File: config.mk
export PLATFORM = sky130hd
export DESIGN_NAME = longest_unique_run_tracker
export DESIGN_NICKNAME = d
export VERILOG_FILES = /design/src/design/lurt_pkg.sv /design/src/design/lurt_ram.sv /design/src/design/longest_unique_run_tracker.sv
export SDC_FILE = /design/constraint.sdc
export NUM_CORES = 2
export LEC_CHECK = 0
export BUFFER_PORTS_ARGS = -buffer_cell sky130_fd_sc_hd__buf_2
export CORE_UTILIZATION = 40
export CTS_BUF_LIST = sky130_fd_sc_hd__clkbuf_2
export DETAILED_ROUTE_END_ITERATION = 8
export PLACE_DENSITY_LB_ADDON = 0.2
export SLEW_MARGIN = 20
export SYNTH_ARGS = -nofsm -noshare
export SYNTH_HDL_FRONTEND = slang
export SYNTH_HIERARCHICAL = 1
export SYNTH_SLANG_ARGS = --single-unit
File: constraint.sdc
create_clock -name clock -period 10.6 [get_ports clock]
set_input_delay 2.65 -clock clock [delete_from_list [all_inputs] [get_ports clock]]
set_output_delay 2.65 -clock clock [all_outputs]
set_load 0.05 [all_outputs]
File: src/design/lurt_pkg.sv
// ----------------------------------------------------------------------------
// lurt_pkg
// Shared constants and types of the longest unique run tracker.
// ----------------------------------------------------------------------------
package lurt_pkg;

   localparam longint unsigned MAX_LEN  = 65536;
   localparam int              ALPHABET = 256;

   localparam int BYTE_W = 8;
   localparam int ADDR_W = $clog2(ALPHABET);
   localparam int POS_W  = $clog2(MAX_LEN);
   localparam int LEN_W  = $clog2(MAX_LEN + 1);

   typedef logic [ADDR_W-1:0] addr_type;
   typedef logic [POS_W-1:0]  pos_type;
   typedef logic [LEN_W-1:0]  len_type;

endpackage

File: src/design/lurt_ram.sv
// ----------------------------------------------------------------------------
// lurt_ram
// Generic single-clock RAM: one write port, one read port, registered read.
// ----------------------------------------------------------------------------
module lurt_ram #(
   parameter int WIDTH = 16,
   parameter int DEPTH = 256
) (
   input  logic                     clock,
   input  logic                     wr_en,
   input  logic [$clog2(DEPTH)-1:0] wr_addr,
   input  logic [WIDTH-1:0]         wr_data,
   input  logic                     rd_en,
   input  logic [$clog2(DEPTH)-1:0] rd_addr,
   output logic [WIDTH-1:0]         rd_data
);

   logic [WIDTH-1:0] mem [DEPTH];

   always_ff @(posedge clock) begin
      if (wr_en) begin
         mem[wr_addr] <= wr_data;
      end
      if (rd_en) begin
         rd_data <= mem[rd_addr];
      end
   end

endmodule

File: src/design/longest_unique_run_tracker.sv
// ----------------------------------------------------------------------------
// longest_unique_run_tracker
// Streams bytes, one item per byte, and reports for every byte the length of
// the repeat-free window ending there and the best such length in the current
// string. Throughput is one item per clock while rsp_stall is low: the
// last-seen position of each byte value sits in a 256 x 16 RAM that is read
// when the item is accepted and written back when it leaves the read stage,
// and a one-entry forwarding register covers a read that overlaps the write of
// the item just before it. Seen marks are flip-flops, cleared by reset and by
// the closing byte of a string (req_end_of_string), so no clearing pass is
// needed. A result reaches the rsp_ ports through the read stage and then the
// result register. A result waiting under rsp_stall does not block the input:
// one more item is taken and parked with its RAM read done. Bytes beyond
// MAX_LEN in one string are not counted; their result carries rsp_overflow and
// repeats the last window length.
// ----------------------------------------------------------------------------
module longest_unique_run_tracker
   import lurt_pkg::*;
(
   input  logic              clock,
   input  logic              reset,
   // input channel
   input  logic              req_valid,
   output logic              req_stall,
   input  logic [BYTE_W-1:0] req_byte_value,
   input  logic              req_end_of_string,
   // result channel
   output logic              rsp_valid,
   input  logic              rsp_stall,
   output logic [LEN_W-1:0]  rsp_window_length,
   output logic [LEN_W-1:0]  rsp_best_length,
   output logic              rsp_overflow,
   output logic              rsp_string_done
);

   // Read stage: item whose table read is in flight or parked.
   logic     p1_valid_ff;
   addr_type p1_addr_ff;
   logic     p1_eos_ff;

   // Per-string state.
   logic [ALPHABET-1:0] seen_ff;
   pos_type             start_ff;
   len_type             pos_ff;
   len_type             best_ff;

   // Most recent table write, for read-during-write forwarding.
   logic     fwd_valid_ff;
   addr_type fwd_addr_ff;
   pos_type  fwd_pos_ff;

   // Result register.
   logic    rsp_valid_ff;
   len_type rsp_window_ff;
   len_type rsp_best_ff;
   logic    rsp_ovf_ff;
   logic    rsp_done_ff;

   logic     advance;
   logic     fire;
   logic     req_accept;
   addr_type req_addr;
   pos_type  ram_rdata;
   pos_type  last_pos;
   logic     ovf;
   logic     hit;
   pos_type  start_in;
   len_type  win_in;
   len_type  best_in;
   logic     wr_en;

   // The result register frees up when empty or when its item is taken.
   assign advance    = !rsp_valid_ff || !rsp_stall;
   assign fire       = p1_valid_ff && advance;
   assign req_stall  = p1_valid_ff && !advance;
   assign req_accept = req_valid && !req_stall;

   // Fold the byte into the table.
   assign req_addr = addr_type'(req_byte_value % ALPHABET);

   lurt_ram #(
      .WIDTH (POS_W),
      .DEPTH (ALPHABET)
   ) u_last_pos (
      .clock   (clock),
      .wr_en   (wr_en),
      .wr_addr (p1_addr_ff),
      .wr_data (pos_ff[POS_W-1:0]),
      .rd_en   (req_accept),
      .rd_addr (req_addr),
      .rd_data (ram_rdata)
   );

   // Update step: a string at MAX_LEN leaves all state alone, but its closing byte still clears it.
   always_comb begin
      ovf      = (pos_ff >= len_type'(MAX_LEN));
      // Take the write that the RAM read may have missed.
      last_pos = (fwd_valid_ff && (fwd_addr_ff == p1_addr_ff)) ? fwd_pos_ff : ram_rdata;
      // Only a byte seen inside the current window moves the start.
      hit      = seen_ff[p1_addr_ff] && (last_pos >= start_ff);
      start_in = hit ? pos_type'(last_pos + pos_type'(1)) : start_ff;
      if (ovf) begin
         win_in = pos_ff - len_type'(start_ff);
      end else begin
         win_in = pos_ff + len_type'(1) - len_type'(start_in);
      end
      best_in  = (!ovf && (win_in > best_ff)) ? win_in : best_ff;
      wr_en    = fire && !ovf;
   end

   // Control and state registers.
   always_ff @(posedge clock) begin
      if (reset) begin
         p1_valid_ff  <= 1'b0;
         rsp_valid_ff <= 1'b0;
         fwd_valid_ff <= 1'b0;
         seen_ff      <= '0;
         start_ff     <= '0;
         pos_ff       <= '0;
         best_ff      <= '0;
      end else begin
         // Hold the parked item until the result register takes it.
         if (req_accept) begin
            p1_valid_ff <= 1'b1;
         end else if (advance) begin
            p1_valid_ff <= 1'b0;
         end
         if (advance) begin
            rsp_valid_ff <= p1_valid_ff;
         end
         if (wr_en) begin
            fwd_valid_ff <= 1'b1;
         end
         if (fire) begin
            // Closing byte: drop the whole string state.
            if (p1_eos_ff) begin
               seen_ff  <= '0;
               start_ff <= '0;
               pos_ff   <= '0;
               best_ff  <= '0;
            end else if (!ovf) begin
               seen_ff[p1_addr_ff] <= 1'b1;
               start_ff            <= start_in;
               pos_ff              <= pos_ff + len_type'(1);
               best_ff             <= best_in;
            end
         end
      end
   end

   // Payload registers.
   always_ff @(posedge clock) begin
      if (req_accept) begin
         p1_addr_ff <= req_addr;
         p1_eos_ff  <= req_end_of_string;
      end
      if (wr_en) begin
         fwd_addr_ff <= p1_addr_ff;
         fwd_pos_ff  <= pos_ff[POS_W-1:0];
      end
      if (fire) begin
         rsp_window_ff <= win_in;
         rsp_best_ff   <= best_in;
         rsp_ovf_ff    <= ovf;
         rsp_done_ff   <= p1_eos_ff;
      end
   end

   assign rsp_valid         = rsp_valid_ff;
   assign rsp_window_length = rsp_window_ff;
   assign rsp_best_length   = rsp_best_ff;
   assign rsp_overflow      = rsp_ovf_ff;
   assign rsp_string_done   = rsp_done_ff;

endmodule

Word-level counts from Yosys, hierarchy flattened
Memory sizes are Yosys's and may differ from the RTL's. A register that Yosys moved wholly into a read port is not among the register bits.
Cells that the tools add are included.
Widths: inputs -> output; s select.
{ "op_classes": {"addsub": 4, "order_cmp": 5, "eq_ne": 2, "mux": 20, "bitwise": 1, "reduce_logical": 16} }
{ "op_table": {"columns": ["op", "count"], "rows": [
  ["$mux 256", 2],
  ["$or 256x256->256", 1],
  ["$mux 17", 6],
  ["$mux 16", 4],
  ["$sub 17x16->17", 2],
  ["$add 17x1->17 const B", 1],
  ["$ge 17x17->1 const B", 1],
  ["$gt 17x17->1", 1],
  ["$add 16x1->16 const B", 1],
  ["$ge 16x16->1", 1],
  ["$lt 8x9->1 const B", 1],
  ["$bmux 1 s8", 1],
  ["$demux 1 s8", 1],
  ["$eq 8x8->1", 1],
  ["$ge 8x1->1 const B", 1],
  ["$logic_and 1x1->1", 8],
  ["$mux 1", 6],
  ["$logic_not 1->1", 5],
  ["$ne 2x2->1 const B", 1],
  ["$reduce_and 2->1", 1],
  ["$reduce_bool 2->1", 1],
  ["$logic_or 1x1->1", 1]
]} }
{ "word_totals": {"reg_bits": 378, "mem_bits_rw": 4096, "input_bits": 13, "n_memories": 1} }
{ "memory_table": {"columns": ["name", "depth", "width", "read_ports", "rd_clocked_by_memory_dff", "wr", "line", "text"], "rows": [
  ["u_last_pos.mem", 256, 16, 1, 1, 1, "lurt_ram.sv:18", "logic [WIDTH-1:0] mem [DEPTH];"]
]} }

Logic depth before layout (Yosys ltp)
{ "depth": {"word_depth": 13, "depth_mapped": 42, "ltp_nobuf": 32} }

Hierarchy
Netlist, hierarchy kept.
{ "by_module_without_submodules": {"columns": ["mod", "n_inst", "cells_per_inst", "area_each_um2", "seq_area_each_um2"], "rows": [
  ["lurt_ram", 1, 7360, 158874.9, 123478.4],
  ["longest_unique_run_tracker", 1, 1839, 17720.7, 8257.9]
]} }

Least setup slack after synthesis
Ideal clock, no wire load.
{ "synth_path": {"kind": "reg-to-reg", "from": "reg pos_ff[1]", "to": "reg rsp_best_ff[10], in the netlist rsp_best_length[10] (data pin)", "setup_time_ns": 0.260, "arrival_time_ns": 9.076, "required_ns": 10.340, "setup_slack_ns": 1.264, "stages_incl_launch_ff": 24, "n_path_buf": 3, "period_less_slack_ns": 9.336, "cell_sequence": "dfxtp_1 > ha_1 > inv_1 > nor3_1 > and3_1 > and3_1 > clkbuf_1 > nand3_1 > xnor2_1 > ha_1 > and3_1 > a211o_1 > a21oi_1 > xor2_1 > a22oi_1 > ha_1 > nand4_1 > inv_1 > nand4_1 > nand3_1 > a21oi_1 > clkbuf_1 > clkbuf_1 > mux2_2"} }
{ "synth_via": {"elab_chain_cells": 6, "elab_cells_between_ends": 9} }
{ "synth_rtl": {"columns": ["element", "line", "text"], "rows": [
  ["start, declared", "longest_unique_run_tracker.sv:44", "len_type pos_ff;"],
  ["start signal, assigned", "longest_unique_run_tracker.sv:144", "pos_ff <= pos_ff + len_type'(1);"],
  ["$add 17x1->17", "longest_unique_run_tracker.sv:105", "win_in = pos_ff + len_type'(1) - len_type'(start_in);"],
  ["$sub 17x16->17", "longest_unique_run_tracker.sv:105", null],
  ["$mux 17 (*)", "longest_unique_run_tracker.sv:102", "if (ovf) begin"],
  ["net win_in[16]", "longest_unique_run_tracker.sv:68", "len_type win_in;"],
  ["$gt 17x17->1 (*)", "longest_unique_run_tracker.sv:107", "best_in = (!ovf && (win_in > best_ff)) ? win_in : best_ff;"],
  ["$logic_and 1x1->1 (*)", "longest_unique_run_tracker.sv:107", null],
  ["$mux 17 (*)", "longest_unique_run_tracker.sv:107", null],
  ["net best_in[10]", "longest_unique_run_tracker.sv:69", "len_type best_in;"],
  ["end signal, assigned", "longest_unique_run_tracker.sv:163", "rsp_best_ff <= best_in;"],
  ["end, declared", "longest_unique_run_tracker.sv:55", "len_type rsp_best_ff;"]
]} }
Mark *: on every way through the listed nets, which the timed path passes. The rest lies on a longest branch.
A chain may end at the register's enable or synchronous reset.

Worst setup path in the final report
{ "layout_path": {"from": "reg p1_addr_ff[0]", "to": "reg best_ff[8]"} }
{ "layout_via": {"elab_chain_cells": 13, "elab_cells_between_ends": 16} }
{ "layout_rtl": {"columns": ["element", "line", "text"], "rows": [
  ["start, declared", "longest_unique_run_tracker.sv:38", "addr_type p1_addr_ff;"],
  ["start signal, assigned", "longest_unique_run_tracker.sv:154", "p1_addr_ff <= req_addr;"],
  ["$eq 8x8->1", "longest_unique_run_tracker.sv:98", "last_pos = (fwd_valid_ff && (fwd_addr_ff == p1_addr_ff)) ? fwd_pos_ff : ram_rdata;"],
  ["$logic_and 1x1->1", "longest_unique_run_tracker.sv:98", null],
  ["$mux 16", "longest_unique_run_tracker.sv:98", null],
  ["$ge 16x16->1", "longest_unique_run_tracker.sv:100", "hit = seen_ff[p1_addr_ff] && (last_pos >= start_ff);"],
  ["$logic_and 1x1->1", "longest_unique_run_tracker.sv:100", null],
  ["$mux 16 (*)", "longest_unique_run_tracker.sv:101", "start_in = hit ? pos_type'(last_pos + pos_type'(1)) : start_ff;"],
  ["$sub 17x16->17 (*)", "longest_unique_run_tracker.sv:105", null],
  ["$mux 17 (*)", "longest_unique_run_tracker.sv:102", null],
  ["net win_in[8]", "longest_unique_run_tracker.sv:68", null],
  ["$gt 17x17->1", "longest_unique_run_tracker.sv:107", null],
  ["$logic_and 1x1->1", "longest_unique_run_tracker.sv:107", null],
  ["$mux 17 (*)", "longest_unique_run_tracker.sv:107", null],
  ["$mux 17 (*)", "longest_unique_run_tracker.sv:141", "end else if (!ovf) begin"],
  ["$mux 17 (*)", "longest_unique_run_tracker.sv:136", "if (p1_eos_ff) begin"],
  ["end signal, assigned", "longest_unique_run_tracker.sv:145", "best_ff <= best_in;"],
  ["end, declared", "longest_unique_run_tracker.sv:45", "len_type best_ff;"]
]} }
Mark *: on every way through the listed nets, which the timed path passes. The rest lies on a longest branch. The select of a mux whose other input is x is not followed.

==> flow_summary.toml <==
[place]
place.gp.congestion = 0.855
dp_hpwl_um = 296000
io_buffers = 50

[layout]
final_nets = 10382
n_fill_cell = 38356
layout_common_cells = "4181 x edfxtp_1, 1666 x clkbuf_2, 859 x mux4_2"
drive_gt1_share_pct = 30.6
mostFrequentLayoutCell = "edfxtp_1"
regArea_um2 = 132000
multi_input_area_um2 = 42200
area_growth_pct = 10.5

[floorplanning]
die_area_um2 = 444000
fp.dieW_um = 666
rows = 243
core_area_um2 = 439000
pin_count = 51
start_util_pct = 40.3
die_h_um = 666

[setup_path]
worst-setup-path-type = "flip-flop to flip-flop"
path_buf_inv = 2
cp.required_ns = 12.72
timing.rr.start = "p1_addr_ff[0]"
start_kind = "flip-flop"
worst_ep_arrival_time_ns = 11.51
critical_path.endpoint = "best_ff[8]"
cp-startpoint = "p1_addr_ff[0]"
slowest_stage = "a2111oi_0"
reg2reg_depth = 29
rrSetupSlack_ns = 1.22
path_common_cell = "ha_1"
slowest_delay_ns = 0.85
crit_path_max_fanout = 21
worstReg2RegEnd = "best_ff[8]"
end_kind = "flip-flop"
cp.depth = 29
cp_top_family = "compound AO/OA/AOI/OAI gates"

[timing]
rsz0062_at_grt = "false"
fin_worst_skew_ns = 0.259
setup_viol = 0
slew_headroom_pct = 18.2
worst_pin_slew_ns = 1.23
max_freq_mhz = 107
period_needed_ns = 9.38
fin_hold_ws_ns = 0.468
fin_setup_tns_ns = 0
hold_viol = 0
min_period_over_period_pct = 88.5
drv_slew = 0

[grt]
gr-total-overflow = 0
antenna_found_initial = 32
grt_pass1_wl_um = 712000
grt_max_degree = 217
track_usage_pct = 22.6
grt_pass1_vias = 98010

[cts]
cts_resized = 0
tritoncts = "done"
clock_latency_ns = 2.30
clockRootBuffer = "clkbuf_2"
cts_hold_buf = 0
htree_levels = 7
clock-sinks = 4490
clock_path_buffers = 5
postCtsSetupBuffers = 0
clk_pin_slew_ns = 0.10
numCtsBuffers = 1206

[run]
drv_cap = 0

[pwr]
p_seq_share_pct = 59.8
p_leak_nw = 60.0
irDropWorstVdd_v = 0.000105
power_density_nw_per_um2 = 164
clockPowerShare_pct = 35.3
switching_share_pct = 24.7
p_int_w = 0.0241
switching_power_w = 0.00791
combPwrFrac_pct = 4.9

[synthesis]
yosysUniqueCellTypes = 78
synth_seq_cells = 4490
synth_edf_count = 4181
yosysWarnings = 6
async_reset_ff_share_pct = 0
synth_area_um2 = 177000
postSynthNetCount = 9282
postSynthCellCount = 9199
synth-seq-area-share_pct = 74.6
synth_flop_cell = "edfxtp_1"
syn_avg_cell_area_um2 = 19.2

[run_status]
outcome = "finished, final reports clean"

[drt]
wl_per_cell_um = 29.9
num_vias = 97169
ant_nets = 0
wirelength_um = 505000
drt_first_pass_iters = 9
first_iter_violations = 10508
route.detailed.drc = 0
via_per_inst = 5.75

[min_path]
hp-class = "flip-flop to flip-flop"
worst min-delay path by stage:
stage,cells past startpoint,to,startpoint
5_1_grt,1,p1_eos_ff,req_end_of_string
6_report,2,seen_ff[14],seen_ff[14]
3_5_place_dp,2,seen_ff[14],seen_ff[14]
4_1_cts,1,p1_eos_ff,req_end_of_string
3_3_place_gp,2,seen_ff[46],seen_ff[46]
2_1_floorplan,2,seen_ff[183],seen_ff[183]
layout make-up:
type                    instances  share of cell area [%]
clock buffers                1666                    4.27
clock inverters               235                   0.665
flip-flops and latches       4490                    67.6
well taps                    5880                    3.77
inverters                      62                   0.126
repair buffers                468                    1.95
diodes                         30                  0.0385
multi-input cells            4071                    21.6
synth_stat cells (7+ instances only):
master     instances  area (um2)
mux2i_1          592        5930
a221oi_1          32         280
inv_1             61         229
a21o_1            27         203
nand2_1           76         285
nor3_1           132         661
nor4_1            26         163
dfxtp_1          309        6190
and2_1             8        50.1
nor2b_1           31         194
and3_1            23         144
a31oi_1           14        87.6
a2111oi_0          9        78.8
nand2b_1          15        93.8
a21oi_1          491        2460
buf_12             7         140
a22o_1            67         587
nand3b_1           7        52.6
nand4_1           41         257
mux2_2           115        1290
nor2_1           644        2420
o221ai_1         253        2220
or2_2              9        56.3
o21a_1            10        75.1
edfxtp_1        4181      126000
clkbuf_1         327        1230
ha_1              68         851
buf_1             30         113
o32ai_1           20         175
buf_6             80         901
a22oi_1           59         443
buf_4             33         248
o22ai_1          150         938
xor2_1            20         175
o21ai_0           65         325
buf_8             11         165
o31ai_1           19         143
mux4_2           859       19300
buf_2             88         440
nand3_1           63         315
xnor2_1           32         280
or3_1              8        50.1
a211oi_1          20         150
worst reg2reg max path: cells and delay by family, from the launching register on:
family,cells,cell delay (ns)
flip-flops,1,0.44
XOR/XNOR,1,0.17
multiplexers,2,0.77
adder cells (fa/ha/maj),4,1.32
AO/OA/AOI/OAI,12,3.47
buffers and inverters,2,0.41
AND/OR/NAND/NOR,8,2.68
routing by layer:
layer | share of wire [%] | wire length (um) | track usage (%)
met1 | 41 | 209000 | 30.7
met2 | 47 | 240000 | 35.4
met3 | 8.2 | 41400 | 5.32
met4 | 3.0 | 15100 | 8.64
met5 | 0.011 | 56 | 0
logic make-up after synthesis:
kind of cell    share of synthesized area [%]
flops                                    74.6
mux                                      15.0
compound gates                           4.80
simple gates                             2.83
buf+inv                                  1.96
fa+ha+maj                               0.504
xor+xnor                                0.267
power by group through the flow:
stage / clock (W) / sequential, W / combinational (W)
after floorplan: 0 / 0.0196 / 0.000953
after global placement: 0 / 0.0196 / 0.00156
after detailed placement: 0 / 0.0196 / 0.00157
after CTS: 0.0117 / 0.0192 / 0.00157
after global routing: 0.0126 / 0.0192 / 0.00165
final: 0.0113 / 0.0192 / 0.00157
state kept, by name (all words and copies together), names as in the netlist, 8 cells and up:
register / cells
u_last_pos/mem: 4096
seen_ff: 256
best_ff: 17
pos_ff: 17
rsp_best_length: 17
rsp_window_length: 17
fwd_pos_ff: 16
start_ff: 16
u_last_pos/rd_data: 16
fwd_addr_ff: 8
p1_addr_ff: 8
per-stage QoR:
step / setup WS, ns / power, W / utilization (%) / area [um2] / cells
floorplan: 1.26 / 0.0206 / - / 177000 / 9199
global placement: 1.27 / 0.0211 / 42.2 / 185000 / 14968
detailed placement: 1.23 / 0.0211 / 42.2 / 185000 / 14968
CTS: 1.07 / 0.0324 / 44.4 / 195000 / 16869
global route: 0.602 / 0.0334 / 44.5 / 195000 / 16882
finish: 1.22 / 0.0320 / 44.5 / 195000 / 16902
Note: power is estimated with default switching activity, not from simulation.
